### src/hw/rtl/dscr_pkg.sv
// Shared types and constants for the dual serial controller register block.
`default_nettype none
package dscr_pkg;

  localparam int FIFO_DEPTH = 8;
  localparam int REG_COUNT  = 16;

  localparam int RX_CNT_W = $clog2(FIFO_DEPTH + 1);
  localparam int RX_IDX_W = $clog2(FIFO_DEPTH);
  localparam int REG_IDX_W = $clog2(REG_COUNT);

  // A mouse report needs three free slots.
  localparam logic [RX_CNT_W-1:0] MOUSE_MAX_FILL = RX_CNT_W'(FIFO_DEPTH - 3);

  typedef enum logic [2:0] {
    CMD_CTRL_RD  = 3'd0,
    CMD_CTRL_WR  = 3'd1,
    CMD_DATA_RD  = 3'd2,
    CMD_DATA_WR  = 3'd3,
    CMD_MOUSE    = 3'd4,
    CMD_INT_ACK  = 3'd5
  } cmd_e;

  // Register numbers as seen through the pointer.
  localparam logic [REG_IDX_W-1:0] WR_POINTER  = REG_IDX_W'(0);
  localparam logic [REG_IDX_W-1:0] WR_INT_MODE = REG_IDX_W'(1);
  localparam logic [REG_IDX_W-1:0] WR_VECTOR   = REG_IDX_W'(2);
  localparam logic [REG_IDX_W-1:0] WR_RX_CTRL  = REG_IDX_W'(3);
  localparam logic [REG_IDX_W-1:0] WR_TX_CTRL  = REG_IDX_W'(5);
  localparam logic [REG_IDX_W-1:0] WR_MASTER   = REG_IDX_W'(9);
  localparam logic [REG_IDX_W-1:0] RR_STATUS   = REG_IDX_W'(0);
  localparam logic [REG_IDX_W-1:0] RR_SPECIAL  = REG_IDX_W'(1);
  localparam logic [REG_IDX_W-1:0] RR_VECTOR   = REG_IDX_W'(2);
  localparam logic [REG_IDX_W-1:0] RR_INT_PEND = REG_IDX_W'(3);

  // Fixed status bits.
  localparam logic [7:0] RR0_RX_AVAIL = 8'h01;
  localparam logic [7:0] RR0_TX_EMPTY = 8'h04;
  localparam logic [7:0] RR0_DCD      = 8'h08;
  localparam logic [7:0] RR0_CTS      = 8'h20;
  localparam logic [7:0] RR1_ALL_SENT = 8'h01;
  localparam logic [7:0] RR3_B_RX_IP  = 8'h04;
  localparam logic [7:0] RR3_A_RX_IP  = 8'h20;

  localparam logic [7:0] BTN_LEFT  = 8'h02;
  localparam logic [7:0] BTN_RIGHT = 8'h01;

  localparam logic [8:0] VEC_OFS_B = 9'd4;
  localparam logic [8:0] VEC_OFS_A = 9'd12;

  typedef struct packed {
    logic [2:0]         command;
    logic               channel;
    logic [7:0]         write_value;
    logic signed [15:0] delta_x;
    logic signed [15:0] delta_y;
    logic               left_pressed;
    logic               right_pressed;
  } req_t;

  typedef struct packed {
    logic [7:0] read_value;
    logic       report_accepted;
    logic [8:0] int_vector;
    logic       irq_pending;
  } rsp_t;

endpackage
`default_nettype wire

### src/hw/rtl/dscr_engine.sv
// Register file, receive FIFO and interrupt logic; executes one request per fire.
`default_nettype none
module dscr_engine import dscr_pkg::*; (
  input  wire logic clk_i,
  input  wire logic rst_ni,
  input  wire logic fire_i,
  input  wire req_t req_i,
  output rsp_t      rsp_o
);

  logic [7:0]           regs_q [2][REG_COUNT];
  logic [7:0]           regs_d [2][REG_COUNT];
  logic [7:0]           vector_q, vector_d;
  logic [7:0]           master_q, master_d;
  logic [REG_IDX_W-1:0] ptr_q [2];
  logic [REG_IDX_W-1:0] ptr_d [2];
  logic [7:0]           fifo_q [FIFO_DEPTH];
  logic [7:0]           fifo_d [FIFO_DEPTH];
  logic [RX_CNT_W-1:0]  cnt_q, cnt_d;
  logic [1:0]           pend_q, pend_d;

  logic                 ch;
  logic [REG_IDX_W-1:0] reg_idx;
  logic [RX_IDX_W-1:0]  wr_idx;
  logic                 refresh_a, refresh_b;

  function automatic logic [7:0] sat_byte(input logic signed [15:0] d);
    logic [7:0] r;
    if (d < -16'sd128) begin
      r = 8'h80;
    end else if (d > 16'sd127) begin
      r = 8'h7F;
    end else begin
      r = d[7:0];
    end
    return r;
  endfunction

  // Only channel B's receiver is fed, so channel A's FIFO is always empty and
  // is not built; its pending bit can only ever be recomputed to zero.
  always_comb begin
    regs_d    = regs_q;
    vector_d  = vector_q;
    master_d  = master_q;
    ptr_d     = ptr_q;
    fifo_d    = fifo_q;
    cnt_d     = cnt_q;
    pend_d    = pend_q;
    rsp_o     = '0;
    refresh_a = 1'b0;
    refresh_b = 1'b0;
    ch        = req_i.channel;
    reg_idx   = ptr_q[ch];
    wr_idx    = cnt_q[RX_IDX_W-1:0];

    unique case (cmd_e'(req_i.command))
      CMD_CTRL_RD: begin
        ptr_d[ch] = '0;
        unique case (reg_idx)
          RR_STATUS: begin
            rsp_o.read_value = RR0_TX_EMPTY | RR0_DCD | RR0_CTS |
                               ((ch && cnt_q != '0) ? RR0_RX_AVAIL : 8'h00);
          end
          RR_SPECIAL: rsp_o.read_value = RR1_ALL_SENT;
          RR_VECTOR: begin
            if (ch && master_q[0] && pend_q[1]) begin
              rsp_o.read_value = vector_q + VEC_OFS_B[7:0];
            end else if (ch && master_q[0] && pend_q[0]) begin
              rsp_o.read_value = vector_q + VEC_OFS_A[7:0];
            end else begin
              rsp_o.read_value = vector_q;
            end
          end
          RR_INT_PEND: begin
            if (!ch) begin
              rsp_o.read_value = (pend_q[1] ? RR3_B_RX_IP : 8'h00) |
                                 (pend_q[0] ? RR3_A_RX_IP : 8'h00);
            end
          end
          default: rsp_o.read_value = regs_q[ch][reg_idx];
        endcase
      end
      CMD_CTRL_WR: begin
        ptr_d[ch] = '0;
        if (reg_idx == WR_POINTER) begin
          ptr_d[ch] = {req_i.write_value[3], req_i.write_value[2:0]};
          if (req_i.write_value[5:3] == 3'b111) begin
            refresh_a = !ch;
            refresh_b = ch;
          end
        end else if (reg_idx == WR_VECTOR) begin
          vector_d = req_i.write_value;
        end else if (reg_idx == WR_MASTER) begin
          master_d = req_i.write_value;
          if (!req_i.write_value[3]) begin
            pend_d = '0;
          end
        end else begin
          regs_d[ch][reg_idx] = req_i.write_value;
          if (reg_idx == WR_RX_CTRL && !req_i.write_value[0]) begin
            if (ch) begin
              cnt_d = '0;
            end
            pend_d[ch] = 1'b0;
          end
          if (reg_idx == WR_INT_MODE) begin
            refresh_a = !ch;
            refresh_b = ch;
          end
        end
      end
      CMD_DATA_RD: begin
        if (ch && cnt_q != '0) begin
          rsp_o.read_value = fifo_q[0];
          for (int i = 0; i < FIFO_DEPTH - 1; i++) begin
            fifo_d[i] = fifo_q[i+1];
          end
          cnt_d     = cnt_q - RX_CNT_W'(1);
          refresh_b = 1'b1;
        end
      end
      CMD_DATA_WR: begin
      end
      CMD_MOUSE: begin
        if (regs_q[1][WR_RX_CTRL][0] && regs_q[1][WR_TX_CTRL][1] &&
            cnt_q <= MOUSE_MAX_FILL) begin
          fifo_d[wr_idx] = (req_i.left_pressed ? BTN_LEFT : 8'h00) |
                           (req_i.right_pressed ? BTN_RIGHT : 8'h00);
          fifo_d[RX_IDX_W'(wr_idx + RX_IDX_W'(1))] = sat_byte(req_i.delta_x);
          fifo_d[RX_IDX_W'(wr_idx + RX_IDX_W'(2))] = sat_byte(req_i.delta_y);
          cnt_d                 = cnt_q + RX_CNT_W'(3);
          refresh_b             = 1'b1;
          rsp_o.report_accepted = 1'b1;
        end
      end
      CMD_INT_ACK: begin
        if (pend_q[1]) begin
          rsp_o.int_vector = {1'b0, vector_q} + VEC_OFS_B;
          pend_d[1]        = 1'b0;
        end else if (pend_q[0]) begin
          rsp_o.int_vector = {1'b0, vector_q} + VEC_OFS_A;
          pend_d[0]        = 1'b0;
        end
      end
      default: begin
      end
    endcase

    // Pending is re-evaluated against the state as it stands after the request.
    if (refresh_b) begin
      pend_d[1] = (cnt_d != '0) && (regs_d[1][WR_INT_MODE][4:3] != 2'b00) && master_d[3];
    end
    if (refresh_a) begin
      pend_d[0] = 1'b0;
    end

    rsp_o.irq_pending = |pend_d;
  end

  always_ff @(posedge clk_i or negedge rst_ni) begin
    if (!rst_ni) begin
      for (int c = 0; c < 2; c++) begin
        for (int r = 0; r < REG_COUNT; r++) begin
          regs_q[c][r] <= '0;
        end
        ptr_q[c] <= '0;
      end
      vector_q <= '0;
      master_q <= '0;
      cnt_q    <= '0;
      pend_q   <= '0;
    end else if (fire_i) begin
      regs_q   <= regs_d;
      ptr_q    <= ptr_d;
      vector_q <= vector_d;
      master_q <= master_d;
      cnt_q    <= cnt_d;
      pend_q   <= pend_d;
    end
  end

  // Entries past the fill count are never read, so the FIFO needs no reset.
  always_ff @(posedge clk_i) begin
    if (fire_i) begin
      fifo_q <= fifo_d;
    end
  end

endmodule
`default_nettype wire

### src/hw/rtl/dual_serial_controller_regs_core.sv
// Top level of the dual serial controller register block with request and result registers.
`default_nettype none
// Each request (control read or write, data read or write, mouse report or
// interrupt acknowledge) is captured in an input register, executed by the
// combinational register and FIFO logic, and its result held in an output
// register, so one request is taken every cycle while the result side keeps
// up; a stall on the result side holds a request in the input register. Mouse reports
// always go to channel B's receive FIFO; channel A's receiver never holds data.
module dual_serial_controller_regs_core import dscr_pkg::*; (
  input  wire logic              clk_i,
  input  wire logic              rst_ni,
  input  wire logic              in_valid_i,
  output logic                   in_stall_o,
  input  wire logic [2:0]        command_i,
  input  wire logic              channel_i,
  input  wire logic [7:0]        write_value_i,
  input  wire logic signed [15:0] delta_x_i,
  input  wire logic signed [15:0] delta_y_i,
  input  wire logic              left_pressed_i,
  input  wire logic              right_pressed_i,
  output logic                   out_valid_o,
  input  wire logic              out_stall_i,
  output logic [7:0]             read_value_o,
  output logic                   report_accepted_o,
  output logic [8:0]             int_vector_o,
  output logic                   irq_pending_o
);

  logic s1_valid_q;
  req_t s1_req_q;
  logic out_valid_q;
  rsp_t rsp_q;
  rsp_t rsp_d;
  logic out_free;
  logic fire;

  assign out_free   = !out_valid_q || !out_stall_i;
  assign fire       = s1_valid_q && out_free;
  assign in_stall_o = s1_valid_q && !out_free;

  dscr_engine u_engine (
    .clk_i  (clk_i),
    .rst_ni (rst_ni),
    .fire_i (fire),
    .req_i  (s1_req_q),
    .rsp_o  (rsp_d)
  );

  always_ff @(posedge clk_i or negedge rst_ni) begin
    if (!rst_ni) begin
      s1_valid_q  <= 1'b0;
      out_valid_q <= 1'b0;
    end else begin
      if (!in_stall_o) begin
        s1_valid_q <= in_valid_i;
      end
      if (out_free) begin
        out_valid_q <= s1_valid_q;
      end
    end
  end

  always_ff @(posedge clk_i) begin
    if (in_valid_i && !in_stall_o) begin
      s1_req_q.command       <= command_i;
      s1_req_q.channel       <= channel_i;
      s1_req_q.write_value   <= write_value_i;
      s1_req_q.delta_x       <= delta_x_i;
      s1_req_q.delta_y       <= delta_y_i;
      s1_req_q.left_pressed  <= left_pressed_i;
      s1_req_q.right_pressed <= right_pressed_i;
    end
    if (fire) begin
      rsp_q <= rsp_d;
    end
  end

  assign out_valid_o       = out_valid_q;
  assign read_value_o      = rsp_q.read_value;
  assign report_accepted_o = rsp_q.report_accepted;
  assign int_vector_o      = rsp_q.int_vector;
  assign irq_pending_o     = rsp_q.irq_pending;

endmodule
`default_nettype wire

### config.mk
export PLATFORM = sky130hd
export DESIGN_NAME = dual_serial_controller_regs_core
export DESIGN_NICKNAME = d
export VERILOG_FILES = /design/src/hw/rtl/dscr_pkg.sv /design/src/hw/rtl/dscr_engine.sv /design/src/hw/rtl/dual_serial_controller_regs_core.sv
export SDC_FILE = /design/constraint.sdc
export NUM_CORES = 1
export LEC_CHECK = 0
export BUFFER_PORTS_ARGS = -buffer_cell sky130_fd_sc_hd__buf_2
export CAP_MARGIN = 20
export CORE_MARGIN = 2
export CORE_UTILIZATION = 55
export DETAILED_ROUTE_END_ITERATION = 8
export PLACE_DENSITY = 0.76
export SYNTH_ARGS = -nofsm -noshare
export SYNTH_HDL_FRONTEND = slang
export SYNTH_HIERARCHICAL = 1
export SYNTH_SLANG_ARGS = --single-unit
### constraint.sdc
create_clock -name clk_i -period 9.2 [get_ports clk_i]
set_input_delay 1.38 -clock clk_i [delete_from_list [all_inputs] [get_ports clk_i]]
set_output_delay 1.38 -clock clk_i [all_outputs]
set_load 0.01 [all_outputs]
==> summary.txt <==
Run status
  • Status: finished, final reports clean

STA
  • Fin crit period: 4220 ps
  • Period utilisation layout: 45.9%
  • Max-slew violations: 0
  • Final setup margin: 4980 ps
  • RSZ-0062 raised after global routing: false
  • Setup-failing EPs final: 0
  • Peak Freq: 0.237 GHz
  • Setup TNS: 0 ps
  • Final hold violations: 0
  • Worst slew pin tran: 1110 ps
  • Final Skew: 16.3 ps
  • Slew HR: 25.9%
  • Hold Slack: 372 ps

Place
  • Post-DP HPWL: 26200 µm
  • Port Buffers: 70
  • Worst slack, placed: 4780 ps
  • Placed cell count: 1695
  • GP Congestion: 0.918

Synth
  • Post-synthesis sequential area ratio: 55.8%
  • Syn Inst Count: 1321
  • EDFF count, synth: 129
  • Primary FF master, synth: dfrtp_1
  • Post-synthesis xor/xnor area fraction: 0.676%
  • Synthesized area: 0.0169 mm²
  • Yosys warning count: 6
  • Synth async-reset ratio: 63.1%
  • Mux contribution to synthesized area: 18.4%
  • Cell variety after synth: 79
  • Complex-gate fraction of the synthesized area: 12.8%
  • Adder-cell area share of the yosys netlist: 0.371%
  • Post-synthesis simple-gate area fraction: 8.81%
  • Mapped Avg Cell Area: 12.8 µm²
  • Syn_nets: 1376
  • Largest family of logic cells by synthesized area: multiplexers
  • Flop and latch count out of synthesis: 350

Power and ir drop
  • P per Cell Area: 177 mW/mm²
  • Worst vdd ir: 0.132 mV
  • Pleak: 8.18 nW

Die
  • # rows: 64
  • Starting Density: 55.5%
  • Die width: 179 µm
  • Core Box Area: 0.0303 mm²
  • Die ar.: 0.0321 mm²
  • # IOs: 71
  • Height of the die: 179 µm

Final layout
  • Finished Core Util: 61.1%
  • Layout filler cell count: 2353
  • Multi-input combinational cell area: 0.00694 mm²
  • Non-filler cells, final: 1764
  • Diode count: 0
  • Nets: 1396
  • Fraction of layout cells with a size suffix above 1: 29.5%
  • Reg area: 0.00940 mm²
  • Area growth, synth to finish: 10.1%

Worst setup path
  • Crit Path Max Fanout: 51
  • Crit path kind: flop to flop
  • WP buf/inv: 3
  • Slowest stage cell on the critical path: dfrtp_1
  • CP arrival: 4360 ps
  • CP max stage delay: 740 ps
  • CP Cell Sequence: clkinv_1 > ha_1 > or3b_2 > nand3_1 > clkinv_1 > buf_4 > a41oi_1
  • Setup crit end kind: flop
  • Top cell family by delay on the critical path: buffers and inverters
  • Most used cell, CP: clkinv_1
  • CP required: 9340 ps
  • Startpoint Class: flop

Global route
  • Grt total ovfl: 0
  • Antenna violations before repair: 0
  • Vias in the first global route: 11300
  • GRT Overall Usage: 25.5%
  • Pin count of the biggest net entering global routing: 144
  • First-pass GRT wire length: 63200 µm

CTS
  • Setup repair bufs after CTS: 0
  • Clock Latency Late Sink: 520 ps
  • CTS tree: done
  • PostCTS Resize Cnt: 0
  • # H-tree levels: 2
  • Clock Path Buffers: 3
  • CTS root buffer: clkbuf_16
  • CTS Hold Buffers Added: 0
  • Clock sink count: 350
  • Clk slew on worst S/H paths: 60 ps
  • CTS Buf Count: 38

Routing
  • Post-route ant nets: 0
  • DRC Markers: 0
  • WL met3: 2970 µm
  • Routed len/inst: 22.8 µm
  • Max layer used: met4
  • Vias/cell: 6.44
  • Final WL: 40200 µm
  • Met2 wire len: 18200 µm
  • Via count: 11400
  • DR pass1 iterations: 5
  • Drt first-iter violations: 1089
  • Post-Route M1 WL: 17800 µm

Hold path
  • HP Class: flop to flop

Job
  • Number of max-cap violations: 0
## report_power, final
group	internal [mW]	leakage [nW]	switching [mW]	total [mW]
logic	0.0627	3.33	0.134	0.197
clock network	0.803	0.564	0.600	1.40
registers	1.64	4.28	0.0315	1.68
## cell type report
cell class                 instances  share of cell area (%)
multi-input combinational        851                    37.4
sequential                       350                    50.7
clock buffer                      51                    5.67
inverter                          15                   0.304
tap                              396                    2.67
timing repair buffer              85                    2.79
clock inverter                    16                   0.472
## cell usage after synthesis (all sizes together), types with 10 or more instances
library cell  count  share of area [%]
inv              14               0.31
a21oi            28               0.83
edfxtp          129                 23
o22ai            83                3.1
clkbuf           62                1.4
nor3             21                1.0
a22o             50                2.6
nor2             54                2.3
mux2i            61                3.6
nand2            85                2.0
mux2            221                 15
nor3b            10               0.53
nand3            13               0.42
o221ai           12               0.62
dfrtp           221                 33
o21ai            54                1.6
buf              43                1.4
## layout by cell type (no fill, tap or decap), drive strengths merged, types with 21 or more instances in the layout
cell type | Yosys | routed
a21oi | 28 | 28
clkbuf | 62 | 51
a22o | 50 | 50
buf | 43 | 85
mux2 | 221 | 221
mux2i | 61 | 61
edfxtp | 129 | 129
nor3 | 21 | 21
nor2 | 54 | 54
o22ai | 83 | 83
o21ai | 54 | 54
dfrtp | 221 | 221
nand2 | 85 | 85
## logic make-up after synthesis
family | Yosys count
flops | 350
simple gates | 244
buf+inv | 120
compound gates | 307
fa+ha+maj | 5
xor+xnor | 13
mux | 282
## flip-flops by register name, indices dropped and copies added, names as in the netlist, 2 cells and up, named ones only
signal,count
u_engine/master_q,2
u_engine/regs_q,195
s1_req_q,46
read_value_o,8
u_engine/pend_q,2
u_engine/fifo_q,64
u_engine/vector_q,8
u_engine/cnt_q,4
int_vector_o,9
## layer usage
layer  track usage [%]  vias to the layer above
li1                  -                     5061
met3              3.86                       89
met5                 0                        -
met2              38.9                      512
met4              8.30                        0
met1              37.7                     5695
## final timing paths
path / startpoint / endpoint / slack, ps / depth (start not counted)
setup / recovery: u_engine/cnt_q[0] / u_engine/fifo_q[52] / 4980 / 7
hold / removal: u_engine/regs_q[50] / u_engine/regs_q[50] / 370 / 0
setup reg to reg: u_engine/cnt_q[0] / u_engine/fifo_q[52] / 4980 / 7
hold reg to reg: u_engine/regs_q[50] / u_engine/regs_q[50] / 370 / 0
max in group asynchronous: rst_ni / u_engine/regs_q[211] / 7020 / 3
min in group asynchronous: rst_ni / u_engine/regs_q[145] / 970 / 1
## through the flow
step	instance area [µm²]	power (mW)
finish	18600	3.28
global route	18600	3.40
CTS	18500	3.30
detailed placement	17400	1.90
global placement	17400	1.89
floorplan	16900	1.81
(Power assumes the default switching activity.)
